File: src/rtl/core/rpr_pkg.sv
// Shared constants, types and helper functions of the polyphase rational resampler.
package rpr_pkg;

    localparam int SAMPLE_W        = 16;
    localparam int COEF_W          = 18;
    localparam int CIDX_W          = 8;
    localparam int ACTION_W        = 2;
    localparam int FACTOR_W        = 4;
    localparam int TAPS_W          = 9;
    localparam int RES_W           = 4;
    localparam int KCNT_W          = 8;
    localparam int IDX_W           = 12;
    localparam int PROD_W          = SAMPLE_W + COEF_W;
    localparam int ACC_W           = 42;
    localparam int MAX_FACTOR      = 8;
    localparam int MAX_RESULTS     = 8;
    localparam int FACTOR_CAP      = (MAX_FACTOR < MAX_RESULTS) ? MAX_FACTOR : MAX_RESULTS;
    localparam int MAX_BRANCH_TAPS = 256;
    localparam int DEF_FILTER_TAPS = 256;
    localparam int S_TDATA_W       = 48;
    localparam int M_TDATA_W       = 16;
    localparam int CFG_IDX_W       = 2;
    localparam int CFG_DATA_W      = 9;

    // Input item kinds carried on tuser
    localparam logic [ACTION_W-1:0] ACT_PUSH  = 2'd0;
    localparam logic [ACTION_W-1:0] ACT_COEF  = 2'd1;
    localparam logic [ACTION_W-1:0] ACT_CLEAR = 2'd2;

    // Configuration register indexes
    localparam logic [CFG_IDX_W-1:0] CFG_UP   = 2'd0;
    localparam logic [CFG_IDX_W-1:0] CFG_DOWN = 2'd1;
    localparam logic [CFG_IDX_W-1:0] CFG_TAPS = 2'd2;

    typedef enum logic [2:0] {
        ST_IDLE,
        ST_START,
        ST_MAC,
        ST_DRAIN,
        ST_ROUND,
        ST_EMIT,
        ST_PASS
    } state_t;

    typedef struct packed {
        logic take;       // input transfer this cycle
        logic start;      // set up a new branch sum
        logic issue;      // issue one tap
        logic round;      // round and saturate the accumulator
        logic emit;       // load a filtered result into the output register
        logic emit_pass;  // load the pass-through sample into the output register
    } ctrl_cmd_t;

    typedef struct packed {
        logic in_push;     // offered item is a sample push
        logic pass_mode;   // L = M = 1
        logic has_output;  // residue below L
        logic tap_last;    // the tap being issued is the last of the branch
        logic pipe_empty;  // no tap in flight
        logic last_phase;  // result being emitted ends this push
        logic out_free;    // output register can take a result
    } dp_status_t;

    function automatic logic [FACTOR_W-1:0] clamp_factor(input logic [FACTOR_W-1:0] v);
        logic [FACTOR_W-1:0] r;
        if (v == '0) begin
            r = FACTOR_W'(1);
        end else if (v > FACTOR_W'(FACTOR_CAP)) begin
            r = FACTOR_W'(FACTOR_CAP);
        end else begin
            r = v;
        end
        return r;
    endfunction

    function automatic logic [TAPS_W-1:0] clamp_taps(input logic [TAPS_W-1:0] v);
        logic [TAPS_W-1:0] r;
        if (v == '0) begin
            r = TAPS_W'(1);
        end else if (v > TAPS_W'(MAX_BRANCH_TAPS)) begin
            r = TAPS_W'(MAX_BRANCH_TAPS);
        end else begin
            r = v;
        end
        return r;
    endfunction

endpackage

File: src/rtl/core/rpr_ctrl.sv
// Sequencing state machine of the polyphase rational resampler.
module rpr_ctrl (
    input  logic                aclk,
    input  logic                aresetn,
    input  logic                s_axis_tvalid,
    output logic                s_axis_tready,
    input  rpr_pkg::dp_status_t status,
    output rpr_pkg::ctrl_cmd_t  cmd
);
    import rpr_pkg::*;

    state_t state_reg;
    state_t state_next;

    always_ff @(posedge aclk) begin
        if (!aresetn) begin
            state_reg <= ST_IDLE;
        end else begin
            state_reg <= state_next;
        end
    end

    always_comb begin
        state_next    = state_reg;
        cmd           = '0;
        s_axis_tready = 1'b0;
        case (state_reg)
            ST_IDLE: begin
                s_axis_tready = 1'b1;
                if (s_axis_tvalid) begin
                    cmd.take = 1'b1;
                    if (status.in_push) begin
                        if (status.pass_mode) begin
                            state_next = ST_PASS;
                        end else if (status.has_output) begin
                            state_next = ST_START;
                        end
                    end
                end
            end
            ST_START: begin
                cmd.start  = 1'b1;
                state_next = ST_MAC;
            end
            ST_MAC: begin
                cmd.issue = 1'b1;
                if (status.tap_last) begin
                    state_next = ST_DRAIN;
                end
            end
            ST_DRAIN: begin
                if (status.pipe_empty) begin
                    state_next = ST_ROUND;
                end
            end
            ST_ROUND: begin
                cmd.round  = 1'b1;
                state_next = ST_EMIT;
            end
            ST_EMIT: begin
                if (status.out_free) begin
                    cmd.emit   = 1'b1;
                    state_next = status.last_phase ? ST_IDLE : ST_START;
                end
            end
            ST_PASS: begin
                if (status.out_free) begin
                    cmd.emit_pass = 1'b1;
                    state_next    = ST_IDLE;
                end
            end
            default: begin
                state_next = ST_IDLE;
            end
        endcase
    end

endmodule

File: config.mk
export PLATFORM = sky130hd
export DESIGN_NAME = rpr_ctrl
export DESIGN_NICKNAME = d
export VERILOG_FILES = /design/src/rtl/core/rpr_pkg.sv /design/src/rtl/core/rpr_ctrl.sv
export SDC_FILE = /design/constraint.sdc
export NUM_CORES = 1
export LEC_CHECK = 0
export ABC_AREA = 1
export BUFFER_PORTS_ARGS = -buffer_cell sky130_fd_sc_hd__buf_4
export CAP_MARGIN = 30
export CORE_AREA = 10 10 47 49
export DETAILED_ROUTE_END_ITERATION = 6
export DIE_AREA = 0 0 57 59
export HOLD_SLACK_MARGIN = 0.08
export PLACE_DENSITY_LB_ADDON = 0.3
export SLEW_MARGIN = 40
export SYNTH_ARGS = -nofsm -noshare
export SYNTH_HDL_FRONTEND = slang
export SYNTH_SLANG_ARGS = --single-unit
File: constraint.sdc
create_clock -name aclk -period 1.4 [get_ports aclk]
set_input_delay 0.07 -clock aclk [delete_from_list [all_inputs] [get_ports aclk]]
set_output_delay 0.07 -clock aclk [all_outputs]
set_load 0.05 [all_outputs]
* Yosys cells after proc, flatten, opt, wreduce, memory -nomap -nowiden *
Cells that the tools add are included.

cells by class
  reduce and logical (&&, ||, !) cells = 2
  muxes and demuxes = 19
  equality and inequality tests = 13

operators by type and width
  cell                  count
  $mux W3               8
  $pmux W3 S7           1
  $ne A2 B2 Y1 const B  6
  $mux W1               10
  $eq A3 B3 Y1 const B  3
  $reduce_and A7 Y1     1
  $eq A3 B2 Y1 const B  2
  $eq A3 B1 Y1 const B  1
  $logic_not A3 Y1      1
  $ne A3 B3 Y1 const B  1

word-level totals
  output and inout bits = 7
  input port bits = 10
  register bits after elaboration = 3
  logic and storage cells = 35

* Longest topological paths before layout *
Gate-level depths: netlist of run 1.

  depth in word-level cells = 5
  gate-level depth with buffers = 9
  mapped depth without buffers = 9

* Worst setup path before layout of run 1 *
Ideal clock, no wire load.

  path type = register to output
  start point = register state_reg[0]
  end point = output port cmd[4] in the netlist's numbering
  data required time = 1.330 ns
  stages on the path, launching flop included = 3
  buffers on the path = 0
  setup slack = -0.269 ns
  arrival time = 1.599 ns
  cells stage by stage = dfxtp_1 -> inv_2 -> nor3_1

RTL lines
  element                 RTL line        RTL
  from (decl)             rpr_ctrl.sv:12  state_t state_reg;
  from (signal assigned)  rpr_ctrl.sv:19  state_reg <= state_next;
  to (decl)               rpr_ctrl.sv:8   output rpr_pkg::ctrl_cmd_t cmd

==> results of run 1 <==
[layer usage]
| layer | vias up | wire, µm | GRT usage |
|---|---|---|---|
| li1 | 239 | - | - |
| met1 | 188 | 434 | 0.0653 |
| met2 | 9 | 474 | 0.0930 |
| met3 | 0 | 71 | 0.0300 |
| met4 | 0 | 0 | 0.0101 |
| met5 | - | 0 | 0 |
[placed cells by master (no fill, tap or decap)]
cell type / count
nand2_2: 2
nand3_2: 5
nand3_1: 3
nor2_4: 1
inv_2: 2
nand2_1: 13
a21oi_2: 1
inv_1: 13
o21ai_0: 2
nand4_1: 1
o211ai_1: 1
clkbuf_4: 3
dfxtp_2: 2
a21oi_1: 3
dfxtp_1: 1
nor2_2: 2
dlygate4sd3_1: 1
nor3_2: 1
clkbuf_1: 1
buf_4: 16
nor2_1: 10
[logic make-up (layout without fill, tap and decap cells)]
| family | Yosys count | in the layout | share of synthesized area |
|---|---|---|---|
| and+or+nand+nor | 38 | 38 | 0.541 |
| buffers and inverters | 16 | 36 | 0.184 |
| AOI/OAI and AO/OA | 7 | 7 | 0.112 |
| DFF | 3 | 3 | 0.163 |
[where the power goes]
group | switching [mW] | internal, mW | leakage (nW)
Combinational | 0.525 | 0.251 | 0.285
Clock | 0.0403 | 0.106 | 0.0150
Sequential | 0.0779 | 0.122 | 0.0255
[timing repair]
action	4_1_cts	5_1_grt
setup endpoints to repair	0	6
hold endpoints to repair	1	0
resized for setup	0	2
hold buffers	1	0
buffers inserted	0	0
[area by class of cell]
cell class,count,area share
Multi-Input combinational cell,45,0.454
Sequential cell,3,0.116
Tap cell,16,0.0370
Inverter,15,0.104
Timing Repair Buffer,17,0.241
Clock buffer,4,0.0486
[worst max-delay path: cells and delay by family (launching register included)]
family        cells  cell delay (ps)
flops             1              480
buf+inv           2              350
simple gates      1              140
[synth_stat cells]
cell,count
a21oi_1,3
nor2_2,2
nand2_1,13
a21oi_2,1
nand3_1,3
nor2_4,1
nor3_1,1
nand3_2,5
nand4_1,1
nor2_1,10
nand2_2,2
o211ai_1,1
inv_1,13
inv_2,2
o21ai_0,2
buf_6,1
dfxtp_1,3
[worst paths after layout]
| check | cells past startpoint | endpoint |
|---|---|---|
| worst max-delay path | 3 | cmd[4] |
| worst max register to register | 7 | state_reg[2]$_SDFFE_PN0P_ |
| worst min register to register | 2 | state_reg[1]$_SDFFE_PN0P_ |
| worst min-delay path | 5 | state_reg[1]$_SDFFE_PN0P_ |
[stage by stage]
step                      power (mW)  hold slack [ps]  area, µm²  utilization  setup slack [ps]
after CTS                       1.13              240        538        0.384              26.8
after detailed placement       0.973              316        502        0.358              98.5
after floorplan                0.795              190        373            -              32.6
after global routing            1.22              277        541        0.386              15.2
after global placement         0.974              314        502        0.358              98.2
final                           1.12              243        541        0.386               135
==> summary.md, run 1 <==
| Metric | Value |
|---|---|
| DP HPWL | 832 µm |
| Setup TNS | 0 ps |
| Initial Util | 0.263 |
| Share of layout cells above drive strength 1 | 0.417 |
| CP max-delay cell | dfxtp_1 |
| Port bufs | 16 |
| DR WL/cell | 9.80 µm |
| Fin nets | 95 |
| Vias in the first global route | 401 |
| Antenna diodes | 0 |
| Register-to-Register Setup Slack | 150 ps |
| Cell taking the most area after synthesis | dfxtp_1 |
| Placed Cells | 95 |
| Die Height | 59 µm |
| P_leak | 0.325 nW |
| Seq/Total Area, Yosys | 0.163 |
| Initial DRC count | 8 |
| Max FFs per register | 3 |
| Synth cell types | 17 |
| Area grow syn2layout | 46.9% |
| Flip-flop and latch area | 62.6 µm² |
| Max Buffers Root-to-Sink | 2 |
| WP data arrival | 1190 ps |
| Mapped Avg Cell Area | 5.75 µm² |
| Row count | 14 |
| Crit-path cells | inv_2, nor3_2, buf_4 |
| Worst endpoint required time | 1330 ps |
| Total CTS buffers | 3 |
| H-tree depth | 1 |
| Final Slew Violations | 0 |
| Crit-path max cell delay | 480 ps |
| Drt first pass iters | 4 |
| DRC | 0 |
| Worst slew pin tran | 291 ps |
| Drt via density | 4.36 |
| Die Footprint | 0.00336 mm² |
| Die Wd | 57 µm |
| FF+latch count, synth | 3 |
| Fin crit period | 1260 ps |
| Synth top area cells | dfxtp_1, nand3_2, inv_1 |
| Max Cap Violations | 0 |
| Final-report hold violation count | 0 |
| Setup CP Type | reg2out |
| Crit start category | register |
| Clk_lat worst skew | 230 ps |
| DRT Wirelength | 980 µm |
| PD cells | 2080 mW/mm² |
| Via count | 436 |
| Crit share post-route | 0.903 |
| Min-delay worst type | in2reg |
| First-pass GRT wire length | 1590 µm |
| Post-synth top area share | 0.163 |
| Fin cells | 100 |
| Cell Area, Synth | 368 µm² |
| Fill count | 164 |
| R2R Path Start | state_reg[0]$_SDFFE_PN0P_ |
| TritonCTS clock tree | yes |
| CTS clock-pin slew for the worst setup and hold paths | 30 ps |
| Warnings from Yosys | 0 |
| Relative slew margins | 0.805 |
| Final Wtd Congestion | 0.815 |
| Beginning of the worst hold path | status[5] |
| Mapped Nets | 74 |
| CTS root buffer | clkbuf_4 |
| Multi-input gate area | 245 µm² |
| RSZ-0062 raised after global routing | false |
| Placeable Area | 0.00140 mm² |
| Max VDD drop | 1.12 mV |
| Initial antenna violation count | 0 |
| Final Skew | 1.27 ps |
| Gr usage total | 0.0570 |
| Top Ports | 17 |
| Crit end category | output pin |
| Outcome | finished clean |
| Grt ovf | 0 |
| Post-DRT Antenna Nets | 0 |
| Final setup viols | 0 |
| Largest net degree at the start of global routing | 9 |
| F_max | 791 MHz |
| CTS sink count | 3 |
| Synthesized instance count | 64 |
| Critical path origin | state_reg[0]$_SDFFE_PN0P_ |
| Crit Path Max Fanout | 6 |
Power figures use the tool's default switching activity.
==> inputs of run 2 (changes only) <==
--- a/config.mk
+++ b/config.mk
@@ -13,6 +13,7 @@
 export DIE_AREA = 0 0 57 59
 export HOLD_SLACK_MARGIN = 0.08
 export PLACE_DENSITY_LB_ADDON = 0.3
+export RECOVER_POWER = 50
 export SLEW_MARGIN = 40
 export SYNTH_ARGS = -nofsm -noshare
 export SYNTH_HDL_FRONTEND = slang
==> constraint.sdc (replaced) <==
create_clock -name aclk -period 1.2 [get_ports aclk]
set_input_delay 0.06 -clock aclk [delete_from_list [all_inputs] [get_ports aclk]]
set_output_delay 0.06 -clock aclk [all_outputs]
set_load 0.05 [all_outputs]
==> run 2 against run 1 <==
The run now ends with negative setup slack left. First-iteration DRC count is 63% lower. Critical path depth is 2 higher. Utilization is 15 points higher. Total power is 74% higher. Sequential cell count stayed put. Wire length is 34% higher. Cell area is 40% higher. Count of clock-buffer cells in the layout stayed put.
==> summary.md, run 2 (synthesis results as in run 1) <==
| Metric | Value |
|---|---|
| Outcome | finished, violations left |
| Failing checks | negative setup slack |
| Initial DRC count | 3 |
| Min-delay worst type | in2reg |
| CTS root buffer | clkbuf_4 |
| R2R Path Start | state_reg[1]$_SDFFE_PN0P_ |
| WP data arrival | 1220 ps |
| Final-report hold violation count | 0 |
| Final Wtd Congestion | 0.759 |
| CTS sink count | 3 |
| Fin cells | 114 |
| Row count | 14 |
| Final Slew Violations | 0 |
| Kind of cell adding the most delay to the critical path | buffers and inverters |
| Drt via density | 4.35 |
| Drt first pass iters | 3 |
| Max FFs per register | 3 |
| DP HPWL | 909 µm |
| Grt ovf | 0 |
| Setup ws final | -81.4 ps |
| Clk_lat worst skew | 230 ps |
| Max VDD drop | 1.03 mV |
| Crit-path cells | buf_4, nand3_2, buf_4, nor2_2, buf_6 |
| TritonCTS clock tree | yes |
| Setup CP Type | reg2out |
| Multi-input gate area | 290 µm² |
| Die Wd | 57 µm |
| Reg-to-Reg End | state_reg[0]$_SDFFE_PN0P_ |
| Share of layout cells above drive strength 1 | 0.602 |
| Crit Path Max Fanout | 6 |
| CP max-delay cell | dfxtp_4 |
| Fill count | 148 |
| DRT Wirelength | 1310 µm |
| WHS Endpoint | state_reg[1]$_SDFFE_PN0P_ |
| Layout Utilization | 0.539 |
| Hold path depth | 5 |
| CTS clock-pin slew for the worst setup and hold paths | 30 ps |
| Area grow syn2layout | 105% |
| Most common cell on crit path | buf_4 |
| DR WL/cell | 11.5 µm |
| Gr usage total | 0.0753 |
| Commonest cells after routing, fill and taps aside | buf_4, nand2_1, inv_1 |
| PD cells | 2580 mW/mm² |
| Setup TNS | -206 ps |
| Via count | 496 |
| Fin crit period | 1280 ps |
| Crit start category | register |
| P_leak | 0.409 nW |
| F_max | 780 MHz |
| Crit end category | output pin |
| Placed Cells | 101 |
| Placeable Area | 0.00140 mm² |
| Die Footprint | 0.00336 mm² |
| Final Skew | 0.803 ps |
| Die Height | 59 µm |
| Flip-flop and latch area | 71.3 µm² |
| Top Ports | 17 |
| Crit-path max cell delay | 390 ps |
| H-tree depth | 1 |
| Hold slack | 199 ps |
| Commonest non-fill, non-tap cell in the layout | buf_4 |
| DRC | 0 |
| Fin nets | 109 |
| Register-to-Register Setup Slack | -20 ps |
| Post-DRT Antenna Nets | 0 |
| Worst endpoint required time | 1140 ps |
| Relative slew margins | 0.821 |
| Total CTS buffers | 3 |
| First-pass GRT wire length | 2080 µm |
| Crit share post-route | 1.07 |
| Initial antenna violation count | 0 |
| Worst slew pin tran | 267 ps |
| Final setup viols | 6 |
| FF-to-FF path depth | 9 |
| Beginning of the worst hold path | status[5] |
| Vias in the first global route | 509 |
| Initial Util | 0.263 |
| Max Buffers Root-to-Sink | 2 |
| Crit path buffers/inverters | 3 |
| Max Cap Violations | 0 |
| RSZ-0062 raised after global routing | true |
| Port bufs | 16 |
| Largest net degree at the start of global routing | 8 |
| Antenna diodes | 0 |
[run 2: cell count changes in the layout (fill, tap and decap cells not counted), sizes merged]
cell  previous run  this run
buf             16        30
[run 2: worst max path at each step]
stage / slack, ps / cells after the start / end / start
floorplan: -30 / 2 / cmd[4] / state_reg[0]$_SDFFE_PN0P_
global placement: -40 / 7 / state_reg[1]$_SDFFE_PN0P_ / state_reg[2]$_SDFFE_PN0P_
detailed placement: -60 / 7 / state_reg[0]$_SDFFE_PN0P_ / state_reg[2]$_SDFFE_PN0P_
CTS: -40 / 5 / cmd[5] / state_reg[0]$_SDFFE_PN0P_
global route: -140 / 9 / state_reg[0]$_SDFFE_PN0P_ / state_reg[1]$_SDFFE_PN0P_
finish: -80 / 5 / cmd[0] / state_reg[1]$_SDFFE_PN0P_
[run 2: metrics by stage]
step	cell area, µm²	power (mW)	setup slack, ps
4_1_cts	698	1.73	-43.0
3_3_place_gp	554	1.23	-44.8
6_report	756	1.95	-81.4
5_1_grt	756	2.10	-142
2_1_floorplan	380	0.936	-26.0
3_5_place_dp	554	1.24	-59.2
[run 2: worst register-to-register path, cell delays in order, from the launching register on]
cell and delay [ps]:
dfxtp_4 370, nor2_4 160, nand2_2 90, buf_4 140, nor2_2 90, a21oi_2 40, nand2_1 80, nand2_1 60
nand2_1 50, nor2_1 40
[run 2: power breakdown]
group	internal, mW	total (mW)	switching (mW)
clock network	0.124	0.170	0.0462
logic	0.694	1.53	0.836
registers	0.158	0.252	0.0938
[run 2: final cells by class]
class / instances / area share
inverters: 15 / 0.0844
multi-input cells: 45 / 0.384
flip-flops and latches: 3 / 0.0944
clock buffers: 4 / 0.0348
repair buffers: 31 / 0.376
well taps: 16 / 0.0265
[run 2: what timing repair did]
item / CTS / global route
endpoints found under the setup margin: 10 / 10
setup buffers: 6 / 2
hold buffers: 1 / 0
endpoints found under the hold margin: 2 / 0
pin swaps: 1 / 4
gates resized for setup: 20 / 14
[run 2: routing by layer]
layer  global-route usage  share of wire
met3               0.0107          0.026
met5                    0              0
met4               0.0403              0
met1               0.0800           0.42
met2                0.140           0.55
==> inputs of run 3 (changes only) <==
--- a/config.mk
+++ b/config.mk
@@ -12,7 +12,6 @@
 export DETAILED_ROUTE_END_ITERATION = 6
 export DIE_AREA = 0 0 57 59
 export HOLD_SLACK_MARGIN = 0.08
-export PLACE_DENSITY_LB_ADDON = 0.3
 export RECOVER_POWER = 50
 export SLEW_MARGIN = 40
 export SYNTH_ARGS = -nofsm -noshare
==> run 3 against run 2 <==
The flow still finishes with violations (negative setup slack). Register-to-register slack hardly changed. Clock skew hardly changed. Count of clock-buffer cells in the layout stayed put. Worst setup slack better by 26 ps. First-iteration DRC count is 100% higher. Maximum frequency is 2.1% higher. Sequential share of layout area is 0.42 points higher. Non-clock buffer count is 3 lower. Critical path depth stayed put. Sequential cell count stayed put. Global-route usage is 0.37 points higher. Critical path type unchanged. Critical endpoint is now cmd[5]. Largest power group unchanged. Highest routed layer is now met4.
==> summary.md, run 3 (synthesis results as in run 1) <==
| Metric | Value |
|---|---|
| DRT Wirelength | 1240 µm |
| Beginning of the worst hold path | status[5] |
| Kind of cell adding the most delay to the critical path | flip-flops |
| Critical Path Stages | 5 |
| Via count | 495 |
| DR WL/cell | 11.2 µm |
| First-pass GRT wire length | 2190 µm |
| Commonest non-fill, non-tap cell in the layout | buf_4 |
| FF-to-FF path depth | 8 |
| Placed Cells | 103 |
| Final setup viols | 3 |
| Setup ws final | -55.5 ps |
| Grt ovf | 0 |
| Post-route cell area | 723 µm² |
| Initial antenna violation count | 0 |
| Placed instance area | 569 µm² |
| Crit share post-route | 1.05 |
| Max Buffers Root-to-Sink | 2 |
| Area grow syn2layout | 96.6% |
| Total CTS buffers | 3 |
| PD cells | 2470 mW/mm² |
| Max Cap Violations | 0 |
| Failing checks | negative setup slack |
| Worst endpoint required time | 1140 ps |
| Final Wtd Congestion | 0.790 |
| Final Slew Violations | 0 |
| Placeable Area | 0.00140 mm² |
| Worst slew pin tran | 263 ps |
| Outcome | finished, violations left |
| Final-report hold violation count | 0 |
| RSZ-0062 raised after global routing | true |
| Clk_lat worst skew | 230 ps |
| Critical path origin | state_reg[1]$_SDFFE_PN0P_ |
| WP data arrival | 1200 ps |
| Largest net degree at the start of global routing | 9 |
| Min-delay worst type | in2reg |
| CTS root buffer | clkbuf_4 |
| Initial DRC count | 6 |
| Setup CP Type | reg2out |
| Hold path depth | 5 |
| Crit start category | register |
| Antenna diodes | 0 |
| Fin cells | 111 |
| DP HPWL | 891 µm |
| R2R Path Start | state_reg[2]$_SDFFE_PN0P_ |
| F_max | 797 MHz |
| Fin crit period | 1260 ps |
| Commonest cells after routing, fill and taps aside | buf_4, nand2_1, inv_1 |
| Share of layout cells above drive strength 1 | 0.579 |
| Vias in the first global route | 505 |
| CTS clock-pin slew for the worst setup and hold paths | 30 ps |
| Crit-path max cell delay | 370 ps |
| Crit Path Max Fanout | 7 |
| Fin nets | 106 |
| P_leak | 0.389 nW |
| Die Height | 59 µm |
| Final Skew | 0.626 ps |
| Die Footprint | 0.00336 mm² |
| Max FFs per register | 3 |
| Crit end category | output pin |
| Row count | 14 |
| Die Wd | 57 µm |
| Drt via density | 4.46 |
| Port bufs | 16 |
| Post-DRT Antenna Nets | 0 |
| Drt first pass iters | 4 |
| Gr usage total | 0.0790 |
| Top Ports | 17 |
| H-tree depth | 1 |
| TritonCTS clock tree | yes |
| Initial Util | 0.263 |
| Crit-path cells | nor2_4, nand2_2, buf_6, nor2_4, buf_8 |
| Crit path buffers/inverters | 2 |
| CP max-delay cell | dfxtp_4 |
| DRC | 0 |
| Most common cell on crit path | nor2_4 |
| Max VDD drop | 1.39 mV |
| CTS sink count | 3 |
| Relative slew margins | 0.824 |
[run 3: changes by cell type in the layout (fill, tap and decap cells not counted), sizes merged]
cell  change
buf       -3
[run 3: worst paths after layout]
path                               end  slack [ps]
max reg2reg  state_reg[0]$_SDFFE_PN0P_         -10
min reg2reg  state_reg[1]$_SDFFE_PN0P_         580
max                             cmd[5]         -60
min          state_reg[1]$_SDFFE_PN0P_         220
[run 3: through the flow]
step | worst slack (ps) | util | hold WS, ps | setup TNS [ps] | power [mW]
2_1_floorplan | -26.0 | - | 180 | -26.0 | 0.936
4_1_cts | -21.2 | 0.494 | 229 | -60.2 | 1.69
3_3_place_gp | -97.6 | 0.406 | 300 | -218 | 1.27
6_report | -55.5 | 0.516 | 223 | -63.2 | 1.79
3_5_place_dp | -70.3 | 0.406 | 308 | -139 | 1.27
5_1_grt | -127 | 0.516 | 269 | -623 | 1.94
[run 3: metal layers]
metal  vias to the layer above  track usage  part of all wire  routed length [µm]
met5                         -            0                 0                   0
met4                         0       0.0403             0.012                  15
met3                         2       0.0236             0.057                  71
met2                        12        0.136              0.55                 679
met1                       220       0.0854              0.38                 474
li1                        261            -                 -                   -
[run 3: repair_timing]
| action | in CTS | in global routing |
|---|---|---|
| endpoints found under the hold margin | 3 | 0 |
| gates resized for setup | 19 | 11 |
| pin swaps | 1 | 2 |
| gates cloned | 0 | 0 |
| hold buffers | 1 | 0 |
| buffers inserted | 4 | 0 |
| setup endpoints to repair | 10 | 9 |
[run 3: where the power goes]
group          internal [mW]  switching (mW)
registers              0.158           0.101
clock network          0.125          0.0530
logic                  0.590           0.761
[run 3: cell type report]
| cell class | instances | area, µm² |
|---|---|---|
| fillers | 148 | 678 |
| multi-input cells | 45 | 287 |
| repair buffers | 28 | 258 |
| flip-flops and latches | 3 | 71.3 |
| inverters | 15 | 61.3 |
| clock buffers | 4 | 26.3 |
| well taps | 16 | 20.0 |
[run 3: worst register-to-register path: cells and delay by family, from the launching register on]
kind | cells | cell delay (ps)
flops | 1 | 380
simple gates | 8 | 700
